[src/design/ipid_pkg.sv]
`timescale 1ns / 1ps
// package: shared types and constants of the integer pid controller
package ipid_pkg;

  localparam int CFG_IDX_W  = 3;
  localparam int CFG_DATA_W = 32;

  localparam logic [CFG_IDX_W-1:0] REG_SETPOINT      = 3'd0;
  localparam logic [CFG_IDX_W-1:0] REG_LOWER_LIMIT   = 3'd1;
  localparam logic [CFG_IDX_W-1:0] REG_UPPER_LIMIT   = 3'd2;
  localparam logic [CFG_IDX_W-1:0] REG_PROP_GAIN     = 3'd3;
  localparam logic [CFG_IDX_W-1:0] REG_INTEG_GAIN    = 3'd4;
  localparam logic [CFG_IDX_W-1:0] REG_DERIV_GAIN    = 3'd5;
  localparam logic [CFG_IDX_W-1:0] REG_INTEG_DIVISOR = 3'd6;
  localparam logic [CFG_IDX_W-1:0] REG_FEEDBACK_GAIN = 3'd7;

  localparam int SP_W    = 16;
  localparam int LIM_W   = 32;
  localparam int GAIN_W  = 16;
  localparam int FB_W    = 10;
  localparam int MEAS_W  = 16;
  localparam int DT_W    = 16;
  localparam int DRIVE_W = 32;

  localparam int ERR_W   = 20;
  localparam int DER_W   = 21;
  localparam int INT_W   = 48;
  localparam int SUM_W   = 49;
  localparam int ACC_W   = 50;
  localparam int SPLIT   = 24;

  localparam int DIV_W    = 64;
  localparam int DIV_HALF = DIV_W / 2;
  localparam int DVS_W    = 16;
  localparam int CNT_W    = 6;
  localparam logic [CNT_W-1:0] STEPS_FULL = CNT_W'(DIV_W - 1);
  localparam logic [CNT_W-1:0] STEPS_HALF = CNT_W'(DIV_HALF - 1);

  localparam int MUL_A_W = 33;
  localparam int MUL_B_W = 18;
  localparam int MUL_P_W = MUL_A_W + MUL_B_W;

  localparam logic [DVS_W-1:0] PERCENT       = 16'd100;
  localparam logic [DVS_W-1:0] INTEG_DIV_RST = 16'd1;
  localparam logic [FB_W-1:0]  FEEDBACK_RST  = 10'd100;

  typedef struct packed {
    logic signed [SP_W-1:0]   setpoint;
    logic signed [LIM_W-1:0]  lower_limit;
    logic signed [LIM_W-1:0]  upper_limit;
    logic signed [GAIN_W-1:0] prop_gain;
    logic signed [GAIN_W-1:0] integ_gain;
    logic signed [GAIN_W-1:0] deriv_gain;
    logic [DVS_W-1:0]         integ_divisor;
    logic [FB_W-1:0]          feedback_gain;
  } cfg_t;

  typedef struct packed {
    logic start;
    logic half;
  } div_req_t;

  typedef enum logic [1:0] {
    DIV_IDLE,
    DIV_RUN,
    DIV_SIGN
  } div_state_t;

  typedef enum logic [4:0] {
    S_IDLE,
    S_FB_MUL,
    S_FB_DIV,
    S_FB_WAIT,
    S_INT_MUL,
    S_INT_ADD,
    S_INT_DIV,
    S_INT_WAIT,
    S_CLAMP_MUL,
    S_CLAMP_SET,
    S_DER_DIV,
    S_DER_WAIT,
    S_P_MUL,
    S_P_DIV,
    S_P_WAIT,
    S_I_MUL_HI,
    S_I_MUL_LO,
    S_I_SUM,
    S_I_DIV,
    S_I_WAIT,
    S_D_MUL,
    S_D_DIV,
    S_D_WAIT,
    S_SAT,
    S_OUT
  } core_state_t;

endpackage

[src/design/ipid_div.sv]
`timescale 1ns / 1ps
// module: shared signed divider, restoring, one quotient bit per cycle
module ipid_div (
  input  logic                                   clk,
  input  logic                                   rst,
  input  ipid_pkg::div_req_t                     req,
  input  logic signed [ipid_pkg::DIV_W-1:0]      dividend,
  input  logic [ipid_pkg::DVS_W-1:0]             divisor,
  output logic                                   done,
  output logic signed [ipid_pkg::DIV_W-1:0]      quo
);

  ipid_pkg::div_state_t state, state_next;

  logic [ipid_pkg::DVS_W-1:0] rem;
  logic [ipid_pkg::DVS_W-1:0] dvs;
  logic [ipid_pkg::DIV_W-1:0] shreg;
  logic [ipid_pkg::CNT_W-1:0] cnt;
  logic                       neg;
  logic                       load, step, finish;
  logic [ipid_pkg::DIV_W-1:0] dividend_u;
  logic [ipid_pkg::DIV_W-1:0] mag;
  logic [ipid_pkg::DVS_W:0]   part;
  logic [ipid_pkg::DVS_W+1:0] diff;
  logic                       fits;

  assign dividend_u = dividend;
  assign mag  = dividend[ipid_pkg::DIV_W-1] ? (~dividend_u + 1'b1) : dividend_u;
  assign part = {rem, shreg[ipid_pkg::DIV_W-1]};
  assign diff = {1'b0, part} - {2'b00, dvs};
  assign fits = !diff[ipid_pkg::DVS_W+1];

  always_comb begin
    state_next = state;
    case (state)
      ipid_pkg::DIV_IDLE: begin
        if (req.start) state_next = ipid_pkg::DIV_RUN;
      end
      ipid_pkg::DIV_RUN: begin
        if (cnt == '0) state_next = ipid_pkg::DIV_SIGN;
      end
      ipid_pkg::DIV_SIGN: begin
        state_next = ipid_pkg::DIV_IDLE;
      end
      default: begin
        state_next = ipid_pkg::DIV_IDLE;
      end
    endcase
  end

  always_comb begin
    load   = 1'b0;
    step   = 1'b0;
    finish = 1'b0;
    case (state)
      ipid_pkg::DIV_IDLE: begin
        load = req.start;
      end
      ipid_pkg::DIV_RUN: begin
        step = 1'b1;
      end
      ipid_pkg::DIV_SIGN: begin
        finish = 1'b1;
      end
      default: begin
        load = 1'b0;
      end
    endcase
  end

  always_ff @(posedge clk) begin
    if (rst) begin
      state <= ipid_pkg::DIV_IDLE;
      done  <= 1'b0;
    end else begin
      state <= state_next;
      done  <= finish;
    end
  end

  always_ff @(posedge clk) begin
    if (load) begin
      rem <= '0;
      dvs <= divisor;
      neg <= dividend[ipid_pkg::DIV_W-1];
      if (req.half) begin
        cnt   <= ipid_pkg::STEPS_HALF;
        shreg <= {mag[ipid_pkg::DIV_HALF-1:0], {ipid_pkg::DIV_HALF{1'b0}}};
      end else begin
        cnt   <= ipid_pkg::STEPS_FULL;
        shreg <= mag;
      end
    end
    if (step) begin
      rem   <= fits ? diff[ipid_pkg::DVS_W-1:0] : part[ipid_pkg::DVS_W-1:0];
      shreg <= {shreg[ipid_pkg::DIV_W-2:0], fits};
      cnt   <= cnt - 1'b1;
    end
    if (finish) begin
      quo <= neg ? -$signed(shreg) : $signed(shreg);
    end
  end

endmodule

[src/design/ipid_mul.sv]
`timescale 1ns / 1ps
// module: shared signed multiplier with registered product
module ipid_mul (
  input  logic                                  clk,
  input  logic signed [ipid_pkg::MUL_A_W-1:0]   a,
  input  logic signed [ipid_pkg::MUL_B_W-1:0]   b,
  output logic signed [ipid_pkg::MUL_P_W-1:0]   p
);

  always_ff @(posedge clk) begin
    p <= a * b;
  end

endmodule

[src/design/ipid_core.sv]
`timescale 1ns / 1ps
// module: pid sequencer and datapath around the shared multiplier and divider
module ipid_core #(
  parameter int PROP_DIVISOR  = 1,
  parameter int DERIV_DIVISOR = 1
) (
  input  logic                                  clk,
  input  logic                                  rst,
  input  ipid_pkg::cfg_t                        cfg,
  input  logic                                  take,
  input  logic signed [ipid_pkg::MEAS_W-1:0]    measurement,
  input  logic [ipid_pkg::DT_W-1:0]             elapsed,
  input  logic                                  out_free,
  output logic                                  busy,
  output logic                                  res_valid,
  output logic signed [ipid_pkg::DRIVE_W-1:0]   res
);

  localparam logic [ipid_pkg::DVS_W-1:0] FP =
    (PROP_DIVISOR < 1) ? 16'd1 : ipid_pkg::DVS_W'(PROP_DIVISOR);
  localparam logic [ipid_pkg::DVS_W-1:0] FD =
    (DERIV_DIVISOR < 1) ? 16'd1 : ipid_pkg::DVS_W'(DERIV_DIVISOR);

  ipid_pkg::core_state_t state, state_next;

  logic                                  first;
  logic signed [ipid_pkg::INT_W-1:0]     integ;
  logic signed [ipid_pkg::ERR_W-1:0]     prev_err;
  logic signed [ipid_pkg::MEAS_W-1:0]    meas;
  logic [ipid_pkg::DT_W-1:0]             dt;
  logic signed [ipid_pkg::ERR_W-1:0]     err;
  logic signed [ipid_pkg::SUM_W-1:0]     isum;
  logic                                  clamp_hi;
  logic signed [ipid_pkg::DER_W-1:0]     deriv;
  logic signed [ipid_pkg::DIV_W-1:0]     wide;
  logic signed [ipid_pkg::ACC_W-1:0]     acc;

  logic signed [ipid_pkg::MUL_A_W-1:0]   mul_a;
  logic signed [ipid_pkg::MUL_B_W-1:0]   mul_b;
  logic signed [ipid_pkg::MUL_P_W-1:0]   prod;
  ipid_pkg::div_req_t                    div_req;
  logic signed [ipid_pkg::DIV_W-1:0]     div_dividend;
  logic [ipid_pkg::DVS_W-1:0]            div_divisor;
  logic                                  div_done;
  logic signed [ipid_pkg::DIV_W-1:0]     div_quo;

  logic [ipid_pkg::DVS_W-1:0]            fi;
  logic signed [ipid_pkg::SUM_W-1:0]     q;
  logic                                  q_above, q_below;
  logic signed [ipid_pkg::DER_W-1:0]     err_diff;
  logic                                  acc_above, acc_below;

  ipid_mul u_mul (
    .clk (clk),
    .a   (mul_a),
    .b   (mul_b),
    .p   (prod)
  );

  ipid_div u_div (
    .clk      (clk),
    .rst      (rst),
    .req      (div_req),
    .dividend (div_dividend),
    .divisor  (div_divisor),
    .done     (div_done),
    .quo      (div_quo)
  );

  assign fi        = (cfg.integ_divisor == '0) ? ipid_pkg::INTEG_DIV_RST : cfg.integ_divisor;
  assign q         = div_quo[ipid_pkg::SUM_W-1:0];
  assign q_above   = q > ipid_pkg::SUM_W'(cfg.upper_limit);
  assign q_below   = q < ipid_pkg::SUM_W'(cfg.lower_limit);
  assign err_diff  = ipid_pkg::DER_W'(err) - ipid_pkg::DER_W'(prev_err);
  assign acc_above = acc > ipid_pkg::ACC_W'(cfg.upper_limit);
  assign acc_below = acc < ipid_pkg::ACC_W'(cfg.lower_limit);

  always_comb begin
    state_next = state;
    case (state)
      ipid_pkg::S_IDLE: begin
        if (take) state_next = first ? ipid_pkg::S_OUT : ipid_pkg::S_FB_MUL;
      end
      ipid_pkg::S_FB_MUL:  state_next = ipid_pkg::S_FB_DIV;
      ipid_pkg::S_FB_DIV:  state_next = ipid_pkg::S_FB_WAIT;
      ipid_pkg::S_FB_WAIT: begin
        if (div_done) state_next = ipid_pkg::S_INT_MUL;
      end
      ipid_pkg::S_INT_MUL: state_next = ipid_pkg::S_INT_ADD;
      ipid_pkg::S_INT_ADD: state_next = ipid_pkg::S_INT_DIV;
      ipid_pkg::S_INT_DIV: state_next = ipid_pkg::S_INT_WAIT;
      ipid_pkg::S_INT_WAIT: begin
        if (div_done) begin
          state_next = (q_above || q_below) ? ipid_pkg::S_CLAMP_MUL : ipid_pkg::S_DER_DIV;
        end
      end
      ipid_pkg::S_CLAMP_MUL: state_next = ipid_pkg::S_CLAMP_SET;
      ipid_pkg::S_CLAMP_SET: state_next = ipid_pkg::S_DER_DIV;
      ipid_pkg::S_DER_DIV: begin
        state_next = (dt == '0) ? ipid_pkg::S_P_MUL : ipid_pkg::S_DER_WAIT;
      end
      ipid_pkg::S_DER_WAIT: begin
        if (div_done) state_next = ipid_pkg::S_P_MUL;
      end
      ipid_pkg::S_P_MUL:   state_next = ipid_pkg::S_P_DIV;
      ipid_pkg::S_P_DIV:   state_next = ipid_pkg::S_P_WAIT;
      ipid_pkg::S_P_WAIT: begin
        if (div_done) state_next = ipid_pkg::S_I_MUL_HI;
      end
      ipid_pkg::S_I_MUL_HI: state_next = ipid_pkg::S_I_MUL_LO;
      ipid_pkg::S_I_MUL_LO: state_next = ipid_pkg::S_I_SUM;
      ipid_pkg::S_I_SUM:    state_next = ipid_pkg::S_I_DIV;
      ipid_pkg::S_I_DIV:    state_next = ipid_pkg::S_I_WAIT;
      ipid_pkg::S_I_WAIT: begin
        if (div_done) state_next = ipid_pkg::S_D_MUL;
      end
      ipid_pkg::S_D_MUL:   state_next = ipid_pkg::S_D_DIV;
      ipid_pkg::S_D_DIV:   state_next = ipid_pkg::S_D_WAIT;
      ipid_pkg::S_D_WAIT: begin
        if (div_done) state_next = ipid_pkg::S_SAT;
      end
      ipid_pkg::S_SAT:     state_next = ipid_pkg::S_OUT;
      ipid_pkg::S_OUT: begin
        if (out_free) state_next = ipid_pkg::S_IDLE;
      end
      default: state_next = ipid_pkg::S_IDLE;
    endcase
  end

  always_comb begin
    busy         = (state != ipid_pkg::S_IDLE);
    res_valid    = 1'b0;
    mul_a        = '0;
    mul_b        = '0;
    div_req      = '0;
    div_dividend = ipid_pkg::DIV_W'(prod);
    div_divisor  = fi;
    case (state)
      ipid_pkg::S_FB_MUL: begin
        mul_a = ipid_pkg::MUL_A_W'(meas);
        mul_b = ipid_pkg::MUL_B_W'(cfg.feedback_gain);
      end
      ipid_pkg::S_FB_DIV: begin
        div_req.start = 1'b1;
        div_req.half  = 1'b1;
        div_divisor   = ipid_pkg::PERCENT;
      end
      ipid_pkg::S_INT_MUL: begin
        mul_a = ipid_pkg::MUL_A_W'(err);
        mul_b = ipid_pkg::MUL_B_W'(dt);
      end
      ipid_pkg::S_INT_DIV: begin
        div_req.start = 1'b1;
        div_dividend  = ipid_pkg::DIV_W'(isum);
      end
      ipid_pkg::S_CLAMP_MUL: begin
        mul_a = clamp_hi ? ipid_pkg::MUL_A_W'(cfg.upper_limit)
                         : ipid_pkg::MUL_A_W'(cfg.lower_limit);
        mul_b = ipid_pkg::MUL_B_W'(fi);
      end
      ipid_pkg::S_DER_DIV: begin
        div_req.start = (dt != '0);
        div_req.half  = 1'b1;
        div_dividend  = ipid_pkg::DIV_W'(err_diff);
        div_divisor   = dt;
      end
      ipid_pkg::S_P_MUL: begin
        mul_a = ipid_pkg::MUL_A_W'(err);
        mul_b = ipid_pkg::MUL_B_W'(cfg.prop_gain);
      end
      ipid_pkg::S_P_DIV: begin
        div_req.start = 1'b1;
        div_divisor   = FP;
      end
      ipid_pkg::S_I_MUL_HI: begin
        mul_a = ipid_pkg::MUL_A_W'($signed(integ[ipid_pkg::INT_W-1:ipid_pkg::SPLIT]));
        mul_b = ipid_pkg::MUL_B_W'(cfg.integ_gain);
      end
      ipid_pkg::S_I_MUL_LO: begin
        mul_a = ipid_pkg::MUL_A_W'(integ[ipid_pkg::SPLIT-1:0]);
        mul_b = ipid_pkg::MUL_B_W'(cfg.integ_gain);
      end
      ipid_pkg::S_I_DIV: begin
        div_req.start = 1'b1;
        div_dividend  = wide;
      end
      ipid_pkg::S_D_MUL: begin
        mul_a = ipid_pkg::MUL_A_W'(deriv);
        mul_b = ipid_pkg::MUL_B_W'(cfg.deriv_gain);
      end
      ipid_pkg::S_D_DIV: begin
        div_req.start = 1'b1;
        div_divisor   = FD;
      end
      ipid_pkg::S_OUT: begin
        res_valid = out_free;
      end
      default: begin
        res_valid = 1'b0;
      end
    endcase
  end

  // controller state
  always_ff @(posedge clk) begin
    if (rst) begin
      state    <= ipid_pkg::S_IDLE;
      first    <= 1'b1;
      integ    <= '0;
      prev_err <= '0;
    end else begin
      state <= state_next;
      if (state == ipid_pkg::S_IDLE && take) first <= 1'b0;
      if (state == ipid_pkg::S_INT_WAIT && div_done && !(q_above || q_below)) begin
        integ <= isum[ipid_pkg::INT_W-1:0];
      end
      if (state == ipid_pkg::S_CLAMP_SET) integ <= prod[ipid_pkg::INT_W-1:0];
      if (state == ipid_pkg::S_DER_DIV) prev_err <= err;
    end
  end

  // working registers
  always_ff @(posedge clk) begin
    case (state)
      ipid_pkg::S_IDLE: begin
        if (take) begin
          meas <= measurement;
          dt   <= elapsed;
          res  <= ipid_pkg::DRIVE_W'(cfg.setpoint);
        end
      end
      ipid_pkg::S_FB_WAIT: begin
        if (div_done) err <= ipid_pkg::ERR_W'(cfg.setpoint) - div_quo[ipid_pkg::ERR_W-1:0];
      end
      ipid_pkg::S_INT_ADD: begin
        isum <= ipid_pkg::SUM_W'(integ) + prod[ipid_pkg::SUM_W-1:0];
      end
      ipid_pkg::S_INT_WAIT: begin
        if (div_done) clamp_hi <= q_above;
      end
      ipid_pkg::S_DER_DIV: begin
        if (dt == '0) deriv <= '0;
      end
      ipid_pkg::S_DER_WAIT: begin
        if (div_done) deriv <= div_quo[ipid_pkg::DER_W-1:0];
      end
      ipid_pkg::S_P_WAIT: begin
        if (div_done) acc <= div_quo[ipid_pkg::ACC_W-1:0];
      end
      ipid_pkg::S_I_MUL_LO: begin
        wide <= {prod[ipid_pkg::DIV_W-ipid_pkg::SPLIT-1:0], {ipid_pkg::SPLIT{1'b0}}};
      end
      ipid_pkg::S_I_SUM: begin
        wide <= wide + ipid_pkg::DIV_W'(prod);
      end
      ipid_pkg::S_I_WAIT, ipid_pkg::S_D_WAIT: begin
        if (div_done) acc <= acc + div_quo[ipid_pkg::ACC_W-1:0];
      end
      ipid_pkg::S_SAT: begin
        if (acc_above) begin
          res <= cfg.upper_limit;
        end else if (acc_below) begin
          res <= cfg.lower_limit;
        end else begin
          res <= acc[ipid_pkg::DRIVE_W-1:0];
        end
      end
      default: begin
        res <= res;
      end
    endcase
  end

endmodule

[src/design/integer_pid_controller.sv]
`timescale 1ns / 1ps
// top level: integer pid controller with integrator anti-windup
//
// One sample word (measurement, elapsed) in gives one drive word out. The first
// sample after reset returns the setpoint; every later sample makes six passes
// through the one shared restoring divider (the derivative pass is skipped when
// elapsed is zero) at one quotient bit per cycle, with a single shared 33x18
// multiplier. The block takes one sample at a time and holds sample_stall high
// until its drive word has gone into the output register; a finished drive word
// waits there, so the next sample is taken while it is not yet read. The user must
// write configuration through cfg_wen/cfg_index/cfg_data only while no sample is
// in flight; the block itself does not enforce this.
module integer_pid_controller #(
  parameter int PROP_DIVISOR  = 1,
  parameter int DERIV_DIVISOR = 1
) (
  input  logic                                    clk,
  input  logic                                    rst,
  input  logic                                    cfg_wen,
  input  logic [ipid_pkg::CFG_IDX_W-1:0]          cfg_index,
  input  logic [ipid_pkg::CFG_DATA_W-1:0]         cfg_data,
  input  logic                                    sample_valid,
  output logic                                    sample_stall,
  input  logic signed [ipid_pkg::MEAS_W-1:0]      measurement,
  input  logic [ipid_pkg::DT_W-1:0]               elapsed,
  output logic                                    drive_valid,
  input  logic                                    drive_stall,
  output logic signed [ipid_pkg::DRIVE_W-1:0]     drive
);

  ipid_pkg::cfg_t                        cfg;
  logic                                  busy;
  logic                                  take;
  logic                                  out_free;
  logic                                  res_valid;
  logic signed [ipid_pkg::DRIVE_W-1:0]   res;

  assign sample_stall = busy;
  assign take         = sample_valid && !sample_stall;
  assign out_free     = !drive_valid || !drive_stall;

  always_ff @(posedge clk) begin
    if (rst) begin
      cfg.setpoint      <= '0;
      cfg.lower_limit   <= '0;
      cfg.upper_limit   <= '0;
      cfg.prop_gain     <= '0;
      cfg.integ_gain    <= '0;
      cfg.deriv_gain    <= '0;
      cfg.integ_divisor <= ipid_pkg::INTEG_DIV_RST;
      cfg.feedback_gain <= ipid_pkg::FEEDBACK_RST;
    end else if (cfg_wen) begin
      case (cfg_index)
        ipid_pkg::REG_SETPOINT:      cfg.setpoint      <= cfg_data[ipid_pkg::SP_W-1:0];
        ipid_pkg::REG_LOWER_LIMIT:   cfg.lower_limit   <= cfg_data[ipid_pkg::LIM_W-1:0];
        ipid_pkg::REG_UPPER_LIMIT:   cfg.upper_limit   <= cfg_data[ipid_pkg::LIM_W-1:0];
        ipid_pkg::REG_PROP_GAIN:     cfg.prop_gain     <= cfg_data[ipid_pkg::GAIN_W-1:0];
        ipid_pkg::REG_INTEG_GAIN:    cfg.integ_gain    <= cfg_data[ipid_pkg::GAIN_W-1:0];
        ipid_pkg::REG_DERIV_GAIN:    cfg.deriv_gain    <= cfg_data[ipid_pkg::GAIN_W-1:0];
        ipid_pkg::REG_INTEG_DIVISOR: cfg.integ_divisor <= cfg_data[ipid_pkg::DVS_W-1:0];
        ipid_pkg::REG_FEEDBACK_GAIN: cfg.feedback_gain <= cfg_data[ipid_pkg::FB_W-1:0];
        default: begin
          cfg <= cfg;
        end
      endcase
    end
  end

  ipid_core #(
    .PROP_DIVISOR  (PROP_DIVISOR),
    .DERIV_DIVISOR (DERIV_DIVISOR)
  ) u_core (
    .clk         (clk),
    .rst         (rst),
    .cfg         (cfg),
    .take        (take),
    .measurement (measurement),
    .elapsed     (elapsed),
    .out_free    (out_free),
    .busy        (busy),
    .res_valid   (res_valid),
    .res         (res)
  );

  // output word register
  always_ff @(posedge clk) begin
    if (rst) begin
      drive_valid <= 1'b0;
    end else if (res_valid) begin
      drive_valid <= 1'b1;
    end else if (drive_valid && !drive_stall) begin
      drive_valid <= 1'b0;
    end
  end

  always_ff @(posedge clk) begin
    if (res_valid) drive <= res;
  end

endmodule

[config.mk]
export PLATFORM = sky130hd
export DESIGN_NAME = integer_pid_controller
export DESIGN_NICKNAME = d
export VERILOG_FILES = /design/src/design/ipid_pkg.sv /design/src/design/ipid_div.sv /design/src/design/ipid_mul.sv /design/src/design/ipid_core.sv /design/src/design/integer_pid_controller.sv
export SDC_FILE = /design/constraint.sdc
export NUM_CORES = 2
export LEC_CHECK = 0
export BUFFER_PORTS_ARGS = -buffer_cell sky130_fd_sc_hd__buf_2
export CAP_MARGIN = 15
export CORE_MARGIN = 2
export CORE_UTILIZATION = 42
export CTS_CLUSTER_DIAMETER = 150
export DETAILED_ROUTE_END_ITERATION = 12
export SYNTH_ARGS = -nofsm -noshare
export SYNTH_HDL_FRONTEND = slang
export SYNTH_SLANG_ARGS = --single-unit
export TNS_END_PERCENT = 20
[constraint.sdc]
create_clock -name clk -period 23.2 [get_ports clk]
set_clock_uncertainty 0.05 [all_clocks]
set_input_delay 3.48 -clock clk [delete_from_list [all_inputs] [get_ports clk]]
set_output_delay 3.48 -clock clk [all_outputs]
set_load 0.01 [all_outputs]
== Word-level counts from Yosys, hierarchy flattened ==
Cells that the tools add are included.
W data, S select, Z words.

* Register bits: 737
* Input port bits: 72
* Output and inout port bits: 34
* Logic and storage cells: 194

* Magnitude comparators: 4
* Muxes and demuxes: 53
* Bitwise gates (word level): 1
* Multipliers: 1
* $add $sub $neg: 9
* Reductions and logical operators: 49
* Equal/unequal tests: 45

{| class="wikitable"
|+ Operators by type and width
! cell !! count
|-
| $mux W64 || 4
|-
| $pmux W33 S6 || 1
|-
| $pmux W64 S3 || 1
|-
| $mux W50 || 3
|-
| $pmux W64 S2 || 1
|-
| $pmux W5 S25 || 1
|-
| $pmux W18 S6 || 1
|-
| $pmux W50 S2 || 1
|-
| $mux W32 || 3
|-
| $mux W48 || 2
|-
| $add A64 B1 Y64 const B || 1
|-
| $add A64 B51 Y64 || 1
|-
| $mux W16 || 4
|-
| $not A64 Y64 || 1
|-
| $pmux W32 S2 || 1
|-
| $mul A33 B18 Y51 || 1
|-
| $add A50 B50 Y50 || 1
|-
| $gt A50 B32 Y1 || 1
|-
| $lt A50 B32 Y1 || 1
|-
| $neg A50 Y50 || 1
|-
| $add A49 B49 Y49 || 1
|-
| $gt A49 B32 Y1 || 1
|-
| $lt A49 B32 Y1 || 1
|-
| $pmux W16 S3 || 1
|-
| 42 further kinds || 127
|}

== Longest topological paths before layout ==
* Depth in word-level cells: 8
* Gate-level depth with buffers: 38
* Mapped depth without buffers: 34

== By module ==
A second synthesis with hierarchy kept.

* Cells, all modules: 7,415
* Area, all modules: 69,778.2 um2

{| class="wikitable"
|+ By module, submodules not included
! module !! instances !! seq. area each (um2) !! cells each !! area an instance (um2)
|-
| ipid_core || 1 || 9,559.2 || 3,479 || 30,907.1
|-
| ipid_mul || 1 || 1,021.0 || 2,410 || 21,698.3
|-
| ipid_div || 1 || 5,074.9 || 930 || 10,024.6
|-
| integer_pid_controller || 1 || 4,063.9 || 596 || 7,148.1
|}

== Least setup slack after synthesis ==
Ideal clock, no wire load.

* Path kind: reg-to-reg
* Start point: reg u_core.state[3]
* End point: reg u_core.u_mul.p[47] (netlist bit)
* Required time: 23.014 ns
* Period minus slack after synthesis: 8.684 ns
* Path slack: 14.516 ns
* Stages on the path, launching flop included: 35
* Arrival: 8.498 ns
* Setup time: 0.136 ns
* Path buffers: 7
* Cells stage by stage: dfxtp_1 > buf_2 > buf_1 > nor3_1 > and2_1 > clkbuf_1 > or2_2 > clkbuf_1 > clkbuf_1 > nand2_1 > nand3_1 > clkbuf_1 > clkbuf_1 > nand2_1 > fa_1 > inv_1 > fa_1 > ha_1 > fa_1 > inv_1 > fa_1 > fa_1 > inv_1 > ha_1 > o2111ai_1 > and4b_1 > o31ai_1 > o31ai_1 > o21ai_0 > a41oi_1 > o31ai_1 > a21o_1 > a21oi_1 > o41ai_1 > xor2_1

* Word-level cells in the longest chain between the ends: 4
* Elaborated cells on any way between the ends: 12
* Those cells by class: mul (1); eq/ne (7); mux (2); reduce/logical (2)

{| class="wikitable"
|+ Ends and longest elaborated chain
! element !! line !! text
|-
| start: declaration || ipid_core.sv:24 || <nowiki>ipid_pkg::core_state_t state, state_next;</nowiki>
|-
| start signal: assignment || ipid_core.sv:207 || <nowiki>state <= ipid_pkg::S_IDLE;</nowiki>
|-
| start signal: assignment || ipid_core.sv:212 || <nowiki>state <= state_next;</nowiki>
|-
| $eq A5 B3 Y1 (tied with other cells) || ipid_core.sv:138 || <nowiki>case (state)</nowiki>
|-
| $reduce_or A2 Y1 (no line) || n/a ||
|-
| $pmux W33 S6 / $pmux W18 S6 (equally long branches) || ipid_core.sv:138 ||
|-
| $mul A33 B18 Y51 (*) || ipid_mul.sv:11 || <nowiki>p <= a * b;</nowiki>
|-
| end signal: assignment || ipid_mul.sv:11 ||
|-
| end: declaration || ipid_mul.sv:7 || <nowiki>output logic signed [ipid_pkg::MUL_P_W-1:0] p</nowiki>
|}

Every way passes the cells marked *; elsewhere a longest branch is shown, timed or not.
A chain may end at the register's enable or synchronous reset.

== Final worst setup path ==
* Start point: reg u_core.state[2]
* End point: reg u_core.u_mul.p[49] (netlist bit)

The elaborated chain is that of the path after synthesis.

==> results.cfg <==
[setup_path]
cp.arrival_ns = 11.01
cell_type_of_the_slowest_stage_on_the_worst_timing_path = a221oi_1
kind_of_start_point_of_the_critical_path = flop
critical_path_required_ns = 23.73
timing.critical_path.slowest_cell_delay_ns = 1.03
timing.critical_path.to_type = flop
cp_max_fo = 40
cpMostUsedCell = inv_1
worst-setup-path-type = flop to flop

[route]
detail-route-antenna-nets = 0
number_of_detailed_routing_iterations_run_before_antenna_repair = 12
drc = 0
routed-via-count = 58500
first_iter_violations = 6103
routedWlPerCell_um = 24.8
via_per_inst = 5.89
route.final.wire_length_um = 246000

[floorplanning]
initial_utilization = 0.424
row_count = 147
floorplan_core_area_mm2 = 0.161
die_area_mm2 = 0.166
floorplan.io_pins = 106
chipHeight_um = 407
floorplan.die.width_um = 407

[placed_design]
finalWeightedCongestion = 0.967
place.detailed.hpwl_um = 193000
dp_cells = 9764
place.port_buffers = 105

[layout]
final_util = 0.462
layout.nets = 8867
final_layout_size_suffix_gt1_frac = 0.0591
final_cells = 9932
area_delta_synth_final_pct = 8.84

[yosys]
synth_top_cells_by_area = edfxtp_1 (20%), fa_1 (17%), ha_1 (9.8%)
synth_area_leader_cell = edfxtp_1
synthesis.area_mm2 = 0.0683
mapped_nets = 8900
post_synth.cell_area_avg_um2 = 8.84
yosys.area.top_type_share = 0.200
syn-instance-count = 7727
synth-async-reset-ratio = 0
synth_enable_flop_cells = 454
synth_cell_type_count = 95
synth_warnings = 0
postSynthRegisterBits = 737
seq_area_frac_synth = 0.283
synthFlopType = edfxtp_1

[grt]
grt_pass1_vias = 56600
grt-busiest-layer = met2
antenna_found_initial = 11
global_route.usage.met3 = 0.0594
globalRouteOverflowTotal = 0
globalRouteTotalUtil = 0.291
grt_max_degree = 97
met2_usage = 0.451
met1_usage = 0.386
grt_pass1_wl_um = 366000

[cts]
clk-insertion-delay-late_ns = 0.75
cts-hold-fix-buffers = 0
cts_inserted_buffers = 87
cts.sinks = 737
tritoncts = yes
ctsLongestPathBuffers = 3
post_cts_resize_count = 0
cts_setup_buffers = 0
cts-root-buf = clkbuf_16
cts.reportedPaths.clkPinSlew_ns = 0.06
cts-htree-levels = 3

[timing]
final_hold_viol_count = 0
fin_crit_ns = 10.48
setup_failing_eps_final = 0
rsz0062_at_grt = no
relSlewSlack = 0.0567
slew_viol_final = 0
timing.fmax_mhz = 95.4
totalNegativeSetupSlack_ns = 0
worstMarginPinSlew_ns = 1.41
timing.final.crit_share = 0.452
final_worst_hold_slack_ns = 0.368

[status]
status = finished clean

[flow_run]
cap_violations = 0

[pwr]
p_per_area_mw_per_mm2 = 84.2
power.static_leakage_uw = 0.0317
max-vdd-ir-drop_v = 0.0000740

[hold_path]
type_of_the_worst_min_delay_path = flop to flop
cell type report:
cell class,instances,area [um2]
timing repair buffer,220,1400
fill,15600,86600
sequential,737,19300
antenna,3,7.51
inverter,874,3280
multi-input combinational,5774,44600
tap,2160,2700
clock buffer,113,2460
clock inverter,51,581
power by group:
group	leakage (uW)	internal, uW	switching, uW
logic	0.0238	936	1810
registers	0.00644	1730	326
clock network	0.00146	813	642
cell families after synthesis:
logic type,Yosys count,synth area share
AO/OA/AOI/OAI,1782,0.171
multiplexers,106,0.0157
XOR/XNOR,317,0.0407
adder cells (fa/ha/maj),1101,0.264
flip-flops,737,0.283
AND/OR/NAND/NOR,2468,0.159
buffers and inverters,1216,0.0672
Yosys cell counts, drive strengths merged (99+ instances only):
cell type,n
nor2,681
a21o,216
fa,565
clkbuf,312
o21ai,373
ha,536
mux2i,99
inv,874
dfxtp,283
nand2,1156
xor2,105
edfxtp,454
a21oi,506
xnor2,212
through the flow:
step | setup slack, ns | power (uW) | cell area, um2
global route | 12.23 | 6560 | 74300
CTS | 12.85 | 6220 | 74300
global placement | 13.05 | 4730 | 71300
finish | 12.72 | 6260 | 74300
floorplan | 14.52 | 3810 | 68300
detailed placement | 12.94 | 4770 | 71300
cell usage in the layout, fill, tap and decap left out, drive strengths merged, types with 31 or more instances in the layout:
master  netlist  final
inv         874    884
o21ai       373    373
ha          536    536
a211oi       44     44
a221oi       31     31
buf          30    220
xnor2       212    212
a221o        44     44
clkbuf      312    113
a22o         44     44
and3         51     51
nand3        81     81
nor3         89     89
nor2b        57     57
nand2b       72     72
mux2i        99     99
a22oi        45     45
a21o        216    216
and2         49     49
dfxtp       283    283
or3          33     33
nor2        681    681
edfxtp      454    454
o31ai        52     52
nand4        83     83
a311oi       53     53
nand2      1156   1156
a31oi        70     70
xor2        105    105
a21oi       506    506
o21a         64     64
fa          565    565
worst paths after layout:
path / start / end / slack, ns / cells after the start
min: u_core.res[10] / drive[10] / 0.37 / 0
min reg2reg: u_core.res[10] / drive[10] / 0.37 / 0
max reg2reg: u_core.state[2] / u_core.u_mul.p[49] / 12.72 / 33
max: u_core.state[2] / u_core.u_mul.p[49] / 12.72 / 33
state kept, by name, indices dropped and copies added, names as in the netlist, 20 cells and up:
| register | flops |
|---|---|
| cfg | 154 |
| u_core.deriv | 21 |
| u_core.u_div.shreg | 64 |
| u_core.err | 20 |
| u_core.isum | 49 |
| u_core.wide | 64 |
| drive | 32 |
| u_core.integ | 48 |
| u_core.acc | 50 |
| u_core.u_mul.p | 51 |
| u_core.u_div.quo | 50 |
| u_core.prev_err | 20 |
| u_core.res | 32 |
worst max-delay path: cells and delay by family, from the launching register on:
family / cells / cell delay (ns)
AO/OA/AOI/OAI: 12 / 4.53
AND/OR/NAND/NOR: 6 / 0.90
flip-flops: 1 / 0.88
adder cells (fa/ha/maj): 7 / 3.07
buffers and inverters: 7 / 0.74
XOR/XNOR: 1 / 0.14
layer usage:
metal	wire length, um	share of wire	vias up
li1	-	-	26500
met1	99600	0.40	28900
met2	109000	0.44	2593
met3	22700	0.092	509
met4	14400	0.059	8
met5	54	0.00022	-
(Power assumes the default switching activity.)
